File: src/rtl/core/bcpm_pkg.sv
// Shared types and constants for the balance cascade controller.
// No dependencies; imported by every module of the block.
`timescale 1ns / 1ps

package bcpm_pkg;

    // Serial multiplier: signed multiplicand times unsigned multiplier
    localparam int MUL_A_W = 33;
    localparam int MUL_B_W = 32;
    localparam int PROD_W  = MUL_A_W + 1 + MUL_B_W;
    localparam int MUL_CNT_W = $clog2(MUL_B_W);

    // Serial divider dividend width (ramp product magnitude)
    localparam int DIV_W = 40;
    localparam int DIV_CNT_W = $clog2(DIV_W);

    // Configuration register indices
    localparam logic [2:0] REG_ANGLE_P_GAIN    = 3'd0;
    localparam logic [2:0] REG_ANGLE_D_GAIN    = 3'd1;
    localparam logic [2:0] REG_SPEED_P_GAIN    = 3'd2;
    localparam logic [2:0] REG_SPEED_I_GAIN    = 3'd3;
    localparam logic [2:0] REG_SPEED_SCALE     = 3'd4;
    localparam logic [2:0] REG_SPEED_TARGET    = 3'd5;
    localparam logic [2:0] REG_ERROR_LIMIT     = 3'd6;
    localparam logic [2:0] REG_INTEGRAL_LIMIT  = 3'd7;

    typedef enum logic [3:0] {
        ST_IDLE,
        ST_ANG_P,
        ST_ANG_D,
        ST_SPD_MUL,
        ST_SPD_ERR,
        ST_SPD_PMUL,
        ST_SPD_IMUL,
        ST_SPD_INTG,
        ST_SPD_NEXT,
        ST_RMP_MUL,
        ST_RMP_DIV,
        ST_MIX
    } state_t;

endpackage

File: src/rtl/core/bcpm_mul.sv
// Bit-serial signed x unsigned multiplier, one multiplier bit per cycle.
// Depends on bcpm_pkg.
`timescale 1ns / 1ps

module bcpm_mul (
    input  logic                                aclk,
    input  logic                                aresetn,
    input  logic                                start,
    input  logic signed [bcpm_pkg::MUL_A_W-1:0] a,
    input  logic        [bcpm_pkg::MUL_B_W-1:0] b,
    output logic                                done,
    output logic signed [bcpm_pkg::PROD_W-1:0]  product
);
    import bcpm_pkg::*;

    logic signed [MUL_A_W-1:0] a_reg;
    logic signed [MUL_A_W:0]   hi_reg;
    logic signed [MUL_A_W:0]   sum;
    logic        [MUL_B_W-1:0] lo_reg;
    logic        [MUL_CNT_W-1:0] cnt_reg;
    logic busy_reg;
    logic done_reg;

    assign sum = hi_reg + (lo_reg[0] ? {a_reg[MUL_A_W-1], a_reg} : '0);

    always_ff @(posedge aclk) begin
        if (!aresetn) begin
            busy_reg <= 1'b0;
            done_reg <= 1'b0;
            cnt_reg  <= '0;
        end else begin
            done_reg <= 1'b0;
            if (start) begin
                busy_reg <= 1'b1;
                cnt_reg  <= '0;
            end else if (busy_reg) begin
                cnt_reg <= cnt_reg + 1'b1;
                if (cnt_reg == MUL_CNT_W'(MUL_B_W - 1)) begin
                    busy_reg <= 1'b0;
                    done_reg <= 1'b1;
                end
            end
        end
    end

    // shift-add datapath: low product bits shift in as multiplier bits retire
    always_ff @(posedge aclk) begin
        if (start) begin
            a_reg  <= a;
            hi_reg <= '0;
            lo_reg <= b;
        end else if (busy_reg) begin
            hi_reg <= sum >>> 1;
            lo_reg <= {sum[0], lo_reg[MUL_B_W-1:1]};
        end
    end

    assign done    = done_reg;
    assign product = {hi_reg, lo_reg};

endmodule

File: src/rtl/core/bcpm_div.sv
// Bit-serial restoring divider by a fixed divisor, one quotient bit per cycle.
// Depends on bcpm_pkg.
`timescale 1ns / 1ps

module bcpm_div #(
    parameter int DIVISOR = 16
) (
    input  logic                       aclk,
    input  logic                       aresetn,
    input  logic                       start,
    input  logic [bcpm_pkg::DIV_W-1:0] dividend,
    output logic                       done,
    output logic [bcpm_pkg::DIV_W-1:0] quotient
);
    import bcpm_pkg::*;

    localparam int RW = $clog2(DIVISOR + 1);

    logic [DIV_W-1:0]     dvd_reg;
    logic [RW-1:0]        rem_reg;
    logic [RW:0]          trial;
    logic                 ge;
    logic [DIV_CNT_W-1:0] cnt_reg;
    logic busy_reg;
    logic done_reg;

    assign trial = {rem_reg, dvd_reg[DIV_W-1]};
    assign ge    = trial >= (RW + 1)'(DIVISOR);

    always_ff @(posedge aclk) begin
        if (!aresetn) begin
            busy_reg <= 1'b0;
            done_reg <= 1'b0;
            cnt_reg  <= '0;
        end else begin
            done_reg <= 1'b0;
            if (start) begin
                busy_reg <= 1'b1;
                cnt_reg  <= '0;
            end else if (busy_reg) begin
                cnt_reg <= cnt_reg + 1'b1;
                if (cnt_reg == DIV_CNT_W'(DIV_W - 1)) begin
                    busy_reg <= 1'b0;
                    done_reg <= 1'b1;
                end
            end
        end
    end

    always_ff @(posedge aclk) begin
        if (start) begin
            dvd_reg <= dividend;
            rem_reg <= '0;
        end else if (busy_reg) begin
            dvd_reg <= {dvd_reg[DIV_W-2:0], ge};
            rem_reg <= ge ? RW'(trial - (RW + 1)'(DIVISOR)) : trial[RW-1:0];
        end
    end

    assign done     = done_reg;
    assign quotient = dvd_reg;

endmodule

File: src/rtl/core/balance_cascade_pd_pi_mixer.sv
// Top level of the cascaded balance controller: sequencer and datapath.
// Depends on bcpm_pkg, bcpm_mul and bcpm_div.
`timescale 1ns / 1ps

// Usage
//   s_ channel: one control tick per transaction (pitch, gyro rate, both
//   encoder counts, steering term). m_ channel: one transaction per tick
//   with the left and right drive commands.
//   cfg_wr_en / cfg_addr / cfg_wr_data write the gains and limits; write
//   only while no tick is in flight.
// Sequence
//   Every product goes through one shared bit-serial multiplier, and the
//   ramp division through a bit-serial divider. A plain tick runs the two
//   angle products, the ramp product and division, and the mix; a tick that
//   also runs the speed loop adds three products and the error, integral
//   and speed output steps. One tick is in work at a time; the next is
//   accepted in the cycle after the result is loaded.
// Reset
//   aresetn (synchronous, low) restores the register defaults and clears
//   pulse sum, tick count, integral and both speed outputs. s_tready is
//   held low while aresetn is low.
// Stall
//   A finished result waits in the output register; the next tick is still
//   accepted and computed, and holds in its last step until m_tready frees
//   the register.
module balance_cascade_pd_pi_mixer #(
    parameter int SPEED_PERIOD = 16
) (
    input  logic        aclk,
    input  logic        aresetn,
    // pitch[15:0], gyro_rate[31:16], left_count[47:32], right_count[63:48],
    // steer[95:64]
    input  logic [95:0] s_tdata,
    input  logic        s_tvalid,
    output logic        s_tready,
    // left_drive[31:0], right_drive[63:32]
    output logic [63:0] m_tdata,
    output logic        m_tvalid,
    input  logic        m_tready,
    input  logic        cfg_wr_en,
    input  logic [2:0]  cfg_addr,
    input  logic [31:0] cfg_wr_data
);
    import bcpm_pkg::*;

    localparam logic signed [PROD_W-1:0] S32_MAX = PROD_W'(64'sd2147483647);
    localparam logic signed [PROD_W-1:0] S32_MIN = -PROD_W'(64'sd2147483648);

    function automatic logic signed [31:0] sat32(input logic signed [PROD_W-1:0] x);
        logic signed [31:0] r;
        if (x > S32_MAX) begin
            r = 32'sh7fffffff;
        end else if (x < S32_MIN) begin
            r = 32'sh80000000;
        end else begin
            r = x[31:0];
        end
        return r;
    endfunction

    // configuration registers
    logic [31:0] angle_p_gain_reg, angle_d_gain_reg, speed_p_gain_reg;
    logic [31:0] speed_i_gain_reg, speed_scale_reg;
    logic signed [31:0] speed_target_reg;
    logic [30:0] error_limit_reg, integral_limit_reg;

    // controller state
    logic signed [15:0] pulse_sum_reg;
    logic [5:0]  tick_count_reg;
    logic signed [31:0] speed_integral_reg, speed_out_prev_reg, speed_out_next_reg;

    // per-tick working registers
    logic signed [15:0] pitch_reg, gyro_reg;
    logic signed [31:0] steer_reg;
    logic        run_speed_reg;
    logic signed [33:0] angle_p_reg;
    logic signed [31:0] angle_reg, speed_reg, err_reg, p_reg, i_reg, speed_out_reg;
    logic        ramp_neg_reg;
    logic [DIV_W-1:0] ramp_mag_reg;
    logic [63:0] out_data_reg;
    logic        out_valid_reg;

    state_t state_reg, state_next;

    // serial unit control
    logic mul_start, mul_done, mul_state, mul_run_reg;
    logic signed [MUL_A_W-1:0] mul_a;
    logic [MUL_B_W-1:0] mul_b;
    logic signed [PROD_W-1:0] mul_product;
    logic div_start, div_done, div_run_reg;
    logic [DIV_W-1:0] div_quotient;

    logic accept, load_out;

    // rounding taps on the product
    logic signed [PROD_W-1:0] rnd8_w, rnd16_w, rnd24_w;
    logic signed [PROD_W-1:0] prod_mag_w, ramp_w, isum_w, lim_w;
    logic signed [15:0] half_w;
    logic signed [17:0] psum_w;
    logic [32:0] aerr_w;
    logic run_speed_w;

    assign rnd8_w  = (mul_product + PROD_W'(128)) >>> 8;
    assign rnd16_w = (mul_product + PROD_W'(32768)) >>> 16;
    assign rnd24_w = (mul_product + PROD_W'(8388608)) >>> 24;
    assign prod_mag_w = mul_product[PROD_W-1] ? -mul_product : mul_product;
    assign ramp_w  = ramp_neg_reg ? -PROD_W'(div_quotient) : PROD_W'(div_quotient);
    assign half_w  = pulse_sum_reg >>> 1;
    assign aerr_w  = err_reg[31] ? -MUL_A_W'(err_reg) : MUL_A_W'(err_reg);
    assign isum_w  = PROD_W'(sat32(PROD_W'(speed_integral_reg) + PROD_W'(i_reg)));
    assign lim_w   = {{(PROD_W - 31){1'b0}}, integral_limit_reg};
    assign psum_w  = 18'(pulse_sum_reg) + 18'(signed'(s_tdata[47:32]))
                   + 18'(signed'(s_tdata[63:48]));
    assign run_speed_w = tick_count_reg >= 6'(SPEED_PERIOD);

    assign accept = s_tvalid && s_tready;

    // configuration writes
    always_ff @(posedge aclk) begin
        if (!aresetn) begin
            angle_p_gain_reg   <= 32'd1258291;
            angle_d_gain_reg   <= 32'd1342;
            speed_p_gain_reg   <= 32'd1929380;
            speed_i_gain_reg   <= 32'd251658;
            speed_scale_reg    <= 32'd16777216;
            speed_target_reg   <= '0;
            error_limit_reg    <= 31'h7fffffff;
            integral_limit_reg <= 31'h7fffffff;
        end else if (cfg_wr_en) begin
            unique case (cfg_addr)
                REG_ANGLE_P_GAIN:   angle_p_gain_reg   <= cfg_wr_data;
                REG_ANGLE_D_GAIN:   angle_d_gain_reg   <= cfg_wr_data;
                REG_SPEED_P_GAIN:   speed_p_gain_reg   <= cfg_wr_data;
                REG_SPEED_I_GAIN:   speed_i_gain_reg   <= cfg_wr_data;
                REG_SPEED_SCALE:    speed_scale_reg    <= cfg_wr_data;
                REG_SPEED_TARGET:   speed_target_reg   <= cfg_wr_data;
                REG_ERROR_LIMIT:    error_limit_reg    <= cfg_wr_data[30:0];
                REG_INTEGRAL_LIMIT: integral_limit_reg <= cfg_wr_data[30:0];
                default: ;
            endcase
        end
    end

    // sequencer
    always_ff @(posedge aclk) begin
        if (!aresetn) begin
            state_reg <= ST_IDLE;
        end else begin
            state_reg <= state_next;
        end
    end

    always_comb begin
        state_next = state_reg;
        unique case (state_reg)
            ST_IDLE:     if (s_tvalid) state_next = ST_ANG_P;
            ST_ANG_P:    if (mul_done) state_next = ST_ANG_D;
            ST_ANG_D: begin
                if (mul_done) state_next = run_speed_reg ? ST_SPD_MUL : ST_RMP_MUL;
            end
            ST_SPD_MUL:  if (mul_done) state_next = ST_SPD_ERR;
            ST_SPD_ERR:  state_next = ST_SPD_PMUL;
            ST_SPD_PMUL: if (mul_done) state_next = ST_SPD_IMUL;
            ST_SPD_IMUL: if (mul_done) state_next = ST_SPD_INTG;
            ST_SPD_INTG: state_next = ST_SPD_NEXT;
            ST_SPD_NEXT: state_next = ST_RMP_MUL;
            ST_RMP_MUL:  if (mul_done) state_next = ST_RMP_DIV;
            ST_RMP_DIV:  if (div_done) state_next = ST_MIX;
            ST_MIX:      if (!out_valid_reg || m_tready) state_next = ST_IDLE;
            default:     state_next = ST_IDLE;
        endcase
    end

    // sequencer outputs: operand selection and unit launches
    always_comb begin
        s_tready  = 1'b0;
        mul_state = 1'b0;
        mul_a     = '0;
        mul_b     = '0;
        div_start = 1'b0;
        load_out  = 1'b0;
        unique case (state_reg)
            ST_IDLE: s_tready = aresetn;
            ST_ANG_P: begin
                mul_state = 1'b1;
                mul_a     = MUL_A_W'(pitch_reg);
                mul_b     = angle_p_gain_reg;
            end
            ST_ANG_D: begin
                mul_state = 1'b1;
                mul_a     = MUL_A_W'(gyro_reg);
                mul_b     = angle_d_gain_reg;
            end
            ST_SPD_MUL: begin
                mul_state = 1'b1;
                mul_a     = -MUL_A_W'(half_w);
                mul_b     = speed_scale_reg;
            end
            ST_SPD_PMUL: begin
                mul_state = 1'b1;
                mul_a     = MUL_A_W'(err_reg);
                mul_b     = speed_p_gain_reg;
            end
            ST_SPD_IMUL: begin
                mul_state = 1'b1;
                mul_a     = MUL_A_W'(err_reg);
                mul_b     = speed_i_gain_reg;
            end
            ST_RMP_MUL: begin
                mul_state = 1'b1;
                mul_a     = MUL_A_W'(speed_out_next_reg) - MUL_A_W'(speed_out_prev_reg);
                mul_b     = MUL_B_W'(tick_count_reg);
            end
            ST_RMP_DIV: div_start = !div_run_reg;
            ST_MIX:     load_out  = !out_valid_reg || m_tready;
            default: ;
        endcase
    end

    assign mul_start = mul_state && !mul_run_reg;

    always_ff @(posedge aclk) begin
        if (!aresetn) begin
            mul_run_reg <= 1'b0;
            div_run_reg <= 1'b0;
        end else begin
            if (mul_start) mul_run_reg <= 1'b1;
            else if (mul_done) mul_run_reg <= 1'b0;
            if (div_start) div_run_reg <= 1'b1;
            else if (div_done) div_run_reg <= 1'b0;
        end
    end

    // controller state and output register
    always_ff @(posedge aclk) begin
        if (!aresetn) begin
            pulse_sum_reg      <= '0;
            tick_count_reg     <= '0;
            speed_integral_reg <= '0;
            speed_out_prev_reg <= '0;
            speed_out_next_reg <= '0;
            out_valid_reg      <= 1'b0;
        end else begin
            if (accept) begin
                if (psum_w > 18'sd32767) pulse_sum_reg <= 16'sh7fff;
                else if (psum_w < -18'sd32768) pulse_sum_reg <= 16'sh8000;
                else pulse_sum_reg <= psum_w[15:0];
                tick_count_reg <= run_speed_w ? 6'd1 : tick_count_reg + 6'd1;
            end
            if (state_reg == ST_SPD_MUL && mul_done) pulse_sum_reg <= '0;
            if (state_reg == ST_SPD_INTG) begin
                if (isum_w > lim_w) speed_integral_reg <= lim_w[31:0];
                else if (isum_w < -lim_w) speed_integral_reg <= -lim_w[31:0];
                else speed_integral_reg <= isum_w[31:0];
            end
            if (state_reg == ST_SPD_NEXT) begin
                speed_out_prev_reg <= speed_out_next_reg;
                speed_out_next_reg <= sat32(PROD_W'(p_reg) + PROD_W'(speed_integral_reg));
            end
            if (load_out) out_valid_reg <= 1'b1;
            else if (m_tready) out_valid_reg <= 1'b0;
        end
    end

    // per-tick datapath
    always_ff @(posedge aclk) begin
        if (accept) begin
            pitch_reg     <= s_tdata[15:0];
            gyro_reg      <= s_tdata[31:16];
            steer_reg     <= s_tdata[95:64];
            run_speed_reg <= run_speed_w;
        end
        if (mul_done) begin
            case (state_reg)
                ST_ANG_P:    angle_p_reg <= rnd16_w[33:0];
                ST_ANG_D:    angle_reg   <= sat32(rnd8_w + PROD_W'(angle_p_reg));
                ST_SPD_MUL:  speed_reg   <= sat32(rnd8_w);
                ST_SPD_PMUL: p_reg       <= sat32(rnd24_w);
                ST_SPD_IMUL: begin
                    // integration skipped on a large speed error
                    i_reg <= (aerr_w > 33'(error_limit_reg)) ? '0 : sat32(rnd24_w);
                end
                ST_RMP_MUL: begin
                    ramp_neg_reg <= mul_product[PROD_W-1];
                    ramp_mag_reg <= prod_mag_w[DIV_W-1:0];
                end
                default: ;
            endcase
        end
        if (state_reg == ST_SPD_ERR) begin
            err_reg <= sat32(PROD_W'(speed_target_reg) - PROD_W'(speed_reg));
        end
        if (state_reg == ST_RMP_DIV && div_done) begin
            speed_out_reg <= sat32(PROD_W'(speed_out_prev_reg) + ramp_w);
        end
        if (load_out) begin
            out_data_reg[31:0]  <= sat32(PROD_W'(angle_reg) - PROD_W'(speed_out_reg)
                                         - PROD_W'(steer_reg));
            out_data_reg[63:32] <= sat32(PROD_W'(angle_reg) - PROD_W'(speed_out_reg)
                                         + PROD_W'(steer_reg));
        end
    end

    bcpm_mul u_mul (
        .aclk    (aclk),
        .aresetn (aresetn),
        .start   (mul_start),
        .a       (mul_a),
        .b       (mul_b),
        .done    (mul_done),
        .product (mul_product)
    );

    bcpm_div #(
        .DIVISOR (SPEED_PERIOD)
    ) u_div (
        .aclk     (aclk),
        .aresetn  (aresetn),
        .start    (div_start),
        .dividend (ramp_mag_reg),
        .done     (div_done),
        .quotient (div_quotient)
    );

    assign m_tdata  = out_data_reg;
    assign m_tvalid = out_valid_reg;

    // checks
    a_idle_units_free: assert property (@(posedge aclk) disable iff (!aresetn)
        (state_reg == ST_IDLE) |-> (!mul_run_reg && !div_run_reg))
        else $error("serial unit busy while idle");

    a_mul_done_in_mul_state: assert property (@(posedge aclk) disable iff (!aresetn)
        mul_done |-> mul_state)
        else $error("multiplier result outside a multiply step");

    a_tick_bound: assert property (@(posedge aclk) disable iff (!aresetn)
        tick_count_reg <= 6'(SPEED_PERIOD))
        else $error("tick count beyond speed period");

    a_out_from_mix: assert property (@(posedge aclk) disable iff (!aresetn)
        $rose(out_valid_reg) |-> $past(state_reg == ST_MIX))
        else $error("result raised outside mix step");

endmodule

File: config.mk
export PLATFORM = sky130hd
export DESIGN_NAME = balance_cascade_pd_pi_mixer
export DESIGN_NICKNAME = d
export VERILOG_FILES = /design/src/rtl/core/bcpm_pkg.sv /design/src/rtl/core/bcpm_mul.sv /design/src/rtl/core/bcpm_div.sv /design/src/rtl/core/balance_cascade_pd_pi_mixer.sv
export SDC_FILE = /design/constraint.sdc
export NUM_CORES = 2
export LEC_CHECK = 0
export BUFFER_PORTS_ARGS = -buffer_cell sky130_fd_sc_hd__buf_4
export CORE_MARGIN = 2
export CORE_UTILIZATION = 55
export CTS_CLUSTER_SIZE = 16
export DETAILED_ROUTE_END_ITERATION = 12
export PLACE_DENSITY = 0.72
export SLEW_MARGIN = 0
export SYNTH_ARGS = -nofsm -noshare
export SYNTH_HDL_FRONTEND = slang
export SYNTH_SLANG_ARGS = --single-unit
export TNS_END_PERCENT = 1
File: constraint.sdc
create_clock -name aclk -period 9.8 [get_ports aclk]
set_clock_uncertainty 0.2 [all_clocks]
set_input_delay 1.96 -clock aclk [delete_from_list [all_inputs] [get_ports aclk]]
set_output_delay 1.96 -clock aclk [all_outputs]
set_load 0.01 [all_outputs]
Word-level counts from Yosys, hierarchy flattened

Cells that the tools add are included.

Bits in registers: 933
Latch bits: 0
Memory bits (writable): 0
Memory bits (read-only): 0
Output and inout port bits: 66
Logic and storage cells: 219
Memories: 0

Add/sub/neg operators: 25
Multiply operators: 0
Divide/modulo/power cells: 0
$lt $le $gt $ge: 25
Eq/ne operators: 29
Shift-type cells: 0
Mux-type cells: 57
Bitwise operators: 3
Reductions and logical operators: 37

Operators by type and width:

| operator                                                                           | count |
|---|---|
| 32-bit 2-to-1 mux                                                                  | 16 |
| 32-bit one-hot mux with 6 select lines                                             | 1 |
| 33-bit one-hot mux with 5 select lines                                             | 1 |
| 66-bit by 32-bit greater-than comparator with 1-bit output (second input constant) | 2 |
| 66-bit by 32-bit less-than comparator with 1-bit output (second input constant)    | 2 |
| 40-bit 2-to-1 mux                                                                  | 3 |
| 33-bit by 32-bit greater-than comparator with 1-bit output (second input constant) | 3 |
| 33-bit by 32-bit less-than comparator with 1-bit output (second input constant)    | 3 |
| 32-bit by 32-bit subtractor with 33-bit output                                     | 3 |
| 32-bit by 32-bit adder with 33-bit output                                          | 2 |
| 32-bit by 66-bit adder with 66-bit output                                          | 1 |
| 65-bit by 25-bit adder with 66-bit output (second input constant)                  | 1 |
| 65-bit by 9-bit adder with 66-bit output (second input constant)                   | 1 |
| 32-bit by 66-bit less-than comparator with 1-bit output                            | 1 |
| 66-bit 2-to-1 mux                                                                  | 1 |
| 31-bit negator with 66-bit output                                                  | 1 |
| 40-bit negator with 66-bit output                                                  | 1 |
| 58-bit by 34-bit adder with 59-bit output                                          | 1 |
| 59-bit by 32-bit greater-than comparator with 1-bit output (second input constant) | 1 |
| 59-bit by 32-bit less-than comparator with 1-bit output (second input constant)    | 1 |
| 58-bit by 32-bit greater-than comparator with 1-bit output (second input constant) | 1 |
| 58-bit by 32-bit less-than comparator with 1-bit output (second input constant)    | 1 |
| 50-bit by 17-bit adder with 50-bit output (second input constant)                  | 1 |
| 4-bit one-hot mux with 12 select lines                                             | 1 |
| 51 further kinds                                                                   | 126 |

Longest topological paths before layout

Depth after elaboration: 7
Mapped depth: 32
Mapped depth without buffers: 30

Hierarchy

A second synthesis with hierarchy kept.

Cell total of the unflattened synthesis: 7,493
Area, all modules: 64,952.3 um2

By module, submodules not included:

| module                      | times used | cells an instance | area an instance (um2) | sequential area each (um2) |
|---|---|---|---|---|
| balance_cascade_pd_pi_mixer | 1          | 6,823             | 57,067.2               | 19,478.7 |
| bcpm_mul                    | 1          | 531               | 5,699.2                | 2,752.6 |
| bcpm_div                    | 1          | 139               | 2,185.8                | 1,461.4 |

Least setup slack after synthesis

No wires, ideal clock.

Path type: input-to-reg
Start point: input m_tready
End point: register out_data_reg[0], in the netlist m_tdata[0], enable pin
Arrival: 6.395 ns
Required time: 9.035 ns
Setup slack: 2.641 ns
Stages: 2
Path buffers: 0
Path through: nor2b_1 -> nor3_1

Cells in the longest elaborated chain, start to end: 2

RTL lines:

| item                 | line                               | text |
|---|---|---|
| start, declared      | balance_cascade_pd_pi_mixer.sv:39  | `input logic m_tready,` |
| 1-bit logical OR     | balance_cascade_pd_pi_mixer.sv:215 | `ST_MIX: load_out = !out_valid_reg \|\| m_tready;` |
| 1-bit 2-to-1 mux     | balance_cascade_pd_pi_mixer.sv:182 | `unique case (state_reg)` |
| via load_out         | balance_cascade_pd_pi_mixer.sv:93  | `logic accept, load_out;` |
| end signal, assigned | balance_cascade_pd_pi_mixer.sv:297 | `out_data_reg[31:0] <= sat32(PROD_W'(angle_reg) - PROD_W'(speed_out_reg)` |
| end, declared        | balance_cascade_pd_pi_mixer.sv:80  | `logic [63:0] out_data_reg;` |

The timed path passes the listed nets, and every way through them passes these cells.
A chain may end at the register's enable or synchronous reset.

Final worst setup path

Start point: register u_div.dvd_reg[5], in the netlist u_div.quotient[5]
End point: register speed_out_reg[6] (data pin)

Cells in the longest elaborated chain, start to end: 5
Elaborated cells on any way between the ends: 6
Those cells by class: add/sub (2); order compare (2); mux (2)

RTL lines:

| item                                                    | line                               | text |
|---|---|---|
| start, declared                                         | bcpm_div.sv:19                     | `logic [DIV_W-1:0] dvd_reg;` |
| start signal, assigned                                  | bcpm_div.sv:52                     | `dvd_reg <= dividend;` |
| start signal, assigned                                  | bcpm_div.sv:55                     | `dvd_reg <= {dvd_reg[DIV_W-2:0], ge};` |
| 40-bit negator with 66-bit output                       | balance_cascade_pd_pi_mixer.sv:107 | `assign ramp_w = ramp_neg_reg ? -PROD_W'(div_quotient) : PROD_W'(div_quotient);` |
| 66-bit 2-to-1 mux *                                     | balance_cascade_pd_pi_mixer.sv:107 |  |
| 32-bit by 66-bit adder with 66-bit output *             | balance_cascade_pd_pi_mixer.sv:294 | `speed_out_reg <= sat32(PROD_W'(speed_out_prev_reg) + ramp_w);` |
| 66-bit by 32-bit less-than comparator with 1-bit output | balance_cascade_pd_pi_mixer.sv:53  | `end else if (x < S32_MIN) begin` |
| 32-bit 2-to-1 mux                                       | balance_cascade_pd_pi_mixer.sv:53  |  |
| end signal, assigned                                    | balance_cascade_pd_pi_mixer.sv:294 |  |
| end, declared                                           | balance_cascade_pd_pi_mixer.sv:77  | `logic signed [31:0] angle_reg, speed_reg, err_reg, p_reg, i_reg, speed_out_reg;` |

Every way passes the cells marked *; elsewhere a longest branch is shown, timed or not.

==> impl_metrics.ini <==
[detailed_routing]
viasPerCell = 6.35
wl_per_cell_um = 24.0
drc = 0
ant_nets = 0
first_iter_violations = 6526
drtPass1Iterations = 8
vias = 58600
totalWireLength_um = 221000

[cts]
cts_buffer_depth = 3
ctsRootBufferMaster = clkbuf_16
cts_max_level = 3
clk_pin_slew_worst_paths_ps = 60
cts_resized = 0
cts_tree = built
worstSkewPairLatency_ps = 780
post-cts-setup-buffers = 0
clock_sinks = 933
numCtsBuffers = 103
hold_buffers = 0

[power_and_ir_drop]
peakVddDrop_uv = 201
power.leakage_nw = 28.8
cellPowerDensity_nw_per_um2 = 233
fin_total_pwr_mw = 16.6

[synth]
yosys.area_share.simple_pct = 18.0
synth_area_leaders = edfxtp_1 23%, dfxtp_1 13%, ha_1 10%, nand2_1 6.2%, a21oi_1 5.5%
async_flop_share_pct = 0
syn_nets = 8330
synthDistinctLibCells = 100
synth_top_family_by_area = compound AO/OA/AOI/OAI gates
synthMuxAreaShare_pct = 0.792
synth-warning-count = 0
synth_compound_area_share_pct = 20.9
syn_area_um2 = 65200
yosysTopAreaCellShare_pct = 23.1
ys_seq_area_share_pct = 36.3
synth_fa_ha_area_share_pct = 11.1
synth.avg_cell_area_um2 = 8.53
synth-seq-cells = 933
synth_ff_type = edfxtp_1
yosysTopAreaCell = edfxtp_1
syn_inst = 7641
synthXorXnorAreaFrac_pct = 8.05
synth_edf_count = 501

[placement]
hpwl_um = 168000
io_buffers = 201
place.gp.congestion = 1.04
dp.cells = 9029

[worst_hold_path]
timing.hold.worst_path_depth = 2
min_to = angle_p_gain_reg[22]
min_from = angle_p_gain_reg[22]
hp-class = reg -> reg

[cells_and_area]
drive_gt1_share_pct = 7.41
final_util_pct = 60.7
seq_area_um2 = 23700
area_growth_pct = 9.59
n_fill_cell = 10300
largest_register_ffs = 64
layout.nets = 8287
fin_cells = 9231
multi_input_area_um2 = 38600

[sta]
fin_crit_sh_pct = 82.2
hold_viol_final = 0
fmax_mhz = 124
setup_viol = 0
fin_crit_ps = 8050
grt_setup_unrepaired = false
slew_viol_final = 2
relSlewSlack_pct = -0.335
fin_tns_setup_ps = 0
tightest_slew_ps = 1510

[global_routing]
grt_pass1_wl_um = 331000
antenna_found_initial = 6
overflow = 0
grt_pass1_vias = 54100
grt_util_all_layers_pct = 35.5
grt_max_degree = 151

[critical_path]
worstPathRequired_ps = 10130
rrSetupSlack_ps = 1750
arrival_ps = 8390
r2r-start = u_div.quotient[5]
worstSetupEndpointType = flop
slowest_delay_ps = 620
start_kind = flop
r2r_cells = 22
crit_path_max_fanout = 31
slowest_stage = or4_1
r2r_end = speed_out_reg[6]
path_cells = or4_1 > nor4_2 > nand3b_1 > nor2_1 > nand3_1 > or2_2 > nand2b_1 > o31ai_1 > xnor2_1 > ha_1 > nand4_1 > nor3_1 > nand3_1 > or4_1 > a21oi_1 > xor2_1 > o2111ai_1 > or3_1 > nor4_1 > nand4_1 > o31a_2 > o31ai_1
worstSetupPathType = reg -> reg

[run_status]
run_status = finished, violations left
violations = max-capacitance violations, max-slew violations

[floorplan]
rows = 126
coreArea_um2 = 118000
ios = 202
dieArea_um2 = 121000
die_w_um = 348
chipHeight_um = 348
initial_utilization_pct = 55.4

[run]
drv_cap = 1
-- stage by stage --
step           hold WS [ps]  instance area (um2)  worst slack, ps
6_report                254                71500             1750
5_1_grt                 268                71400             1220
4_1_cts                 254                71400             1890
3_5_place_dp            246                67800             1890
3_3_place_gp            240                67800             2090
2_1_floorplan           232                65200             2640
-- synth_stat cells (111+ instances only) --
master	count
xor2_1	197
ha_1	526
nor2_1	462
o21ai_0	485
a21oi_1	712
nor2b_1	111
nand3_1	179
inv_1	394
clkbuf_1	348
nand2_1	1069
nor3_1	141
dfxtp_1	432
edfxtp_1	501
xnor2_1	402
a21o_1	171
-- layout make-up --
cell class	instances	area share, %
flip-flops and latches	933	33.2
well taps	1536	2.69
clock buffers	140	4.05
diodes	6	0.0210
clock inverters	56	1.08
inverters	397	2.10
multi-input cells	5892	54.0
repair buffers	271	2.86
-- how the worst max path moves through the flow --
stage	slack, ps	depth (start not counted)	end	from
final	1750	22	speed_out_reg[6]	u_div.quotient[5]
after global routing	1220	22	speed_out_reg[6]	u_div.quotient[3]
after CTS	1890	23	speed_out_reg[19]	u_div.quotient[5]
after detailed placement	1890	23	speed_out_reg[11]	u_div.quotient[5]
after global placement	2090	22	speed_out_reg[6]	u_div.quotient[4]
after floorplan	2640	2	m_tdata[0]	m_tready
-- critical path, delay by kind of cell, from the launching register on --
kind                     cells  cell delay, ps
AO/OA/AOI/OAI                5            1730
XOR/XNOR                     2             340
adder cells (fa/ha/maj)      1             450
flip-flops                   1             420
AND/OR/NAND/NOR             14            4670
-- routing by layer --
layer,wire length (um),global-route usage (%)
met1,92700,48.7
met2,96200,54.4
met3,21400,6.60
met4,11100,15.9
met5,35,0
-- cell usage in the layout, fill, tap and decap left out, types with 171 or more instances in the layout --
master and instances:
xor2_1 197, a21oi_1 711, nor2_1 451, nand3_1 175, dfxtp_1 431, inv_1 392, xnor2_1 402, buf_4 270
a21o_1 171, o21ai_0 485, edfxtp_1 501, nand2_1 1069, ha_1 526
-- cell families after synthesis --
family	Yosys count
buffers and inverters	816
and+or+nand+nor	2519
AOI/OAI and AO/OA	2157
adders and majority gates	566
DFF	933
xor gates and xnor gates	599
muxes	51
-- power by group --
group          switching, mW  leakage [nW]  internal (mW)
logic                   4.80          18.9           2.29
registers              0.572          8.05           4.82
clock network           1.74          1.79           2.42
Note: power is estimated with default switching activity, not from simulation.
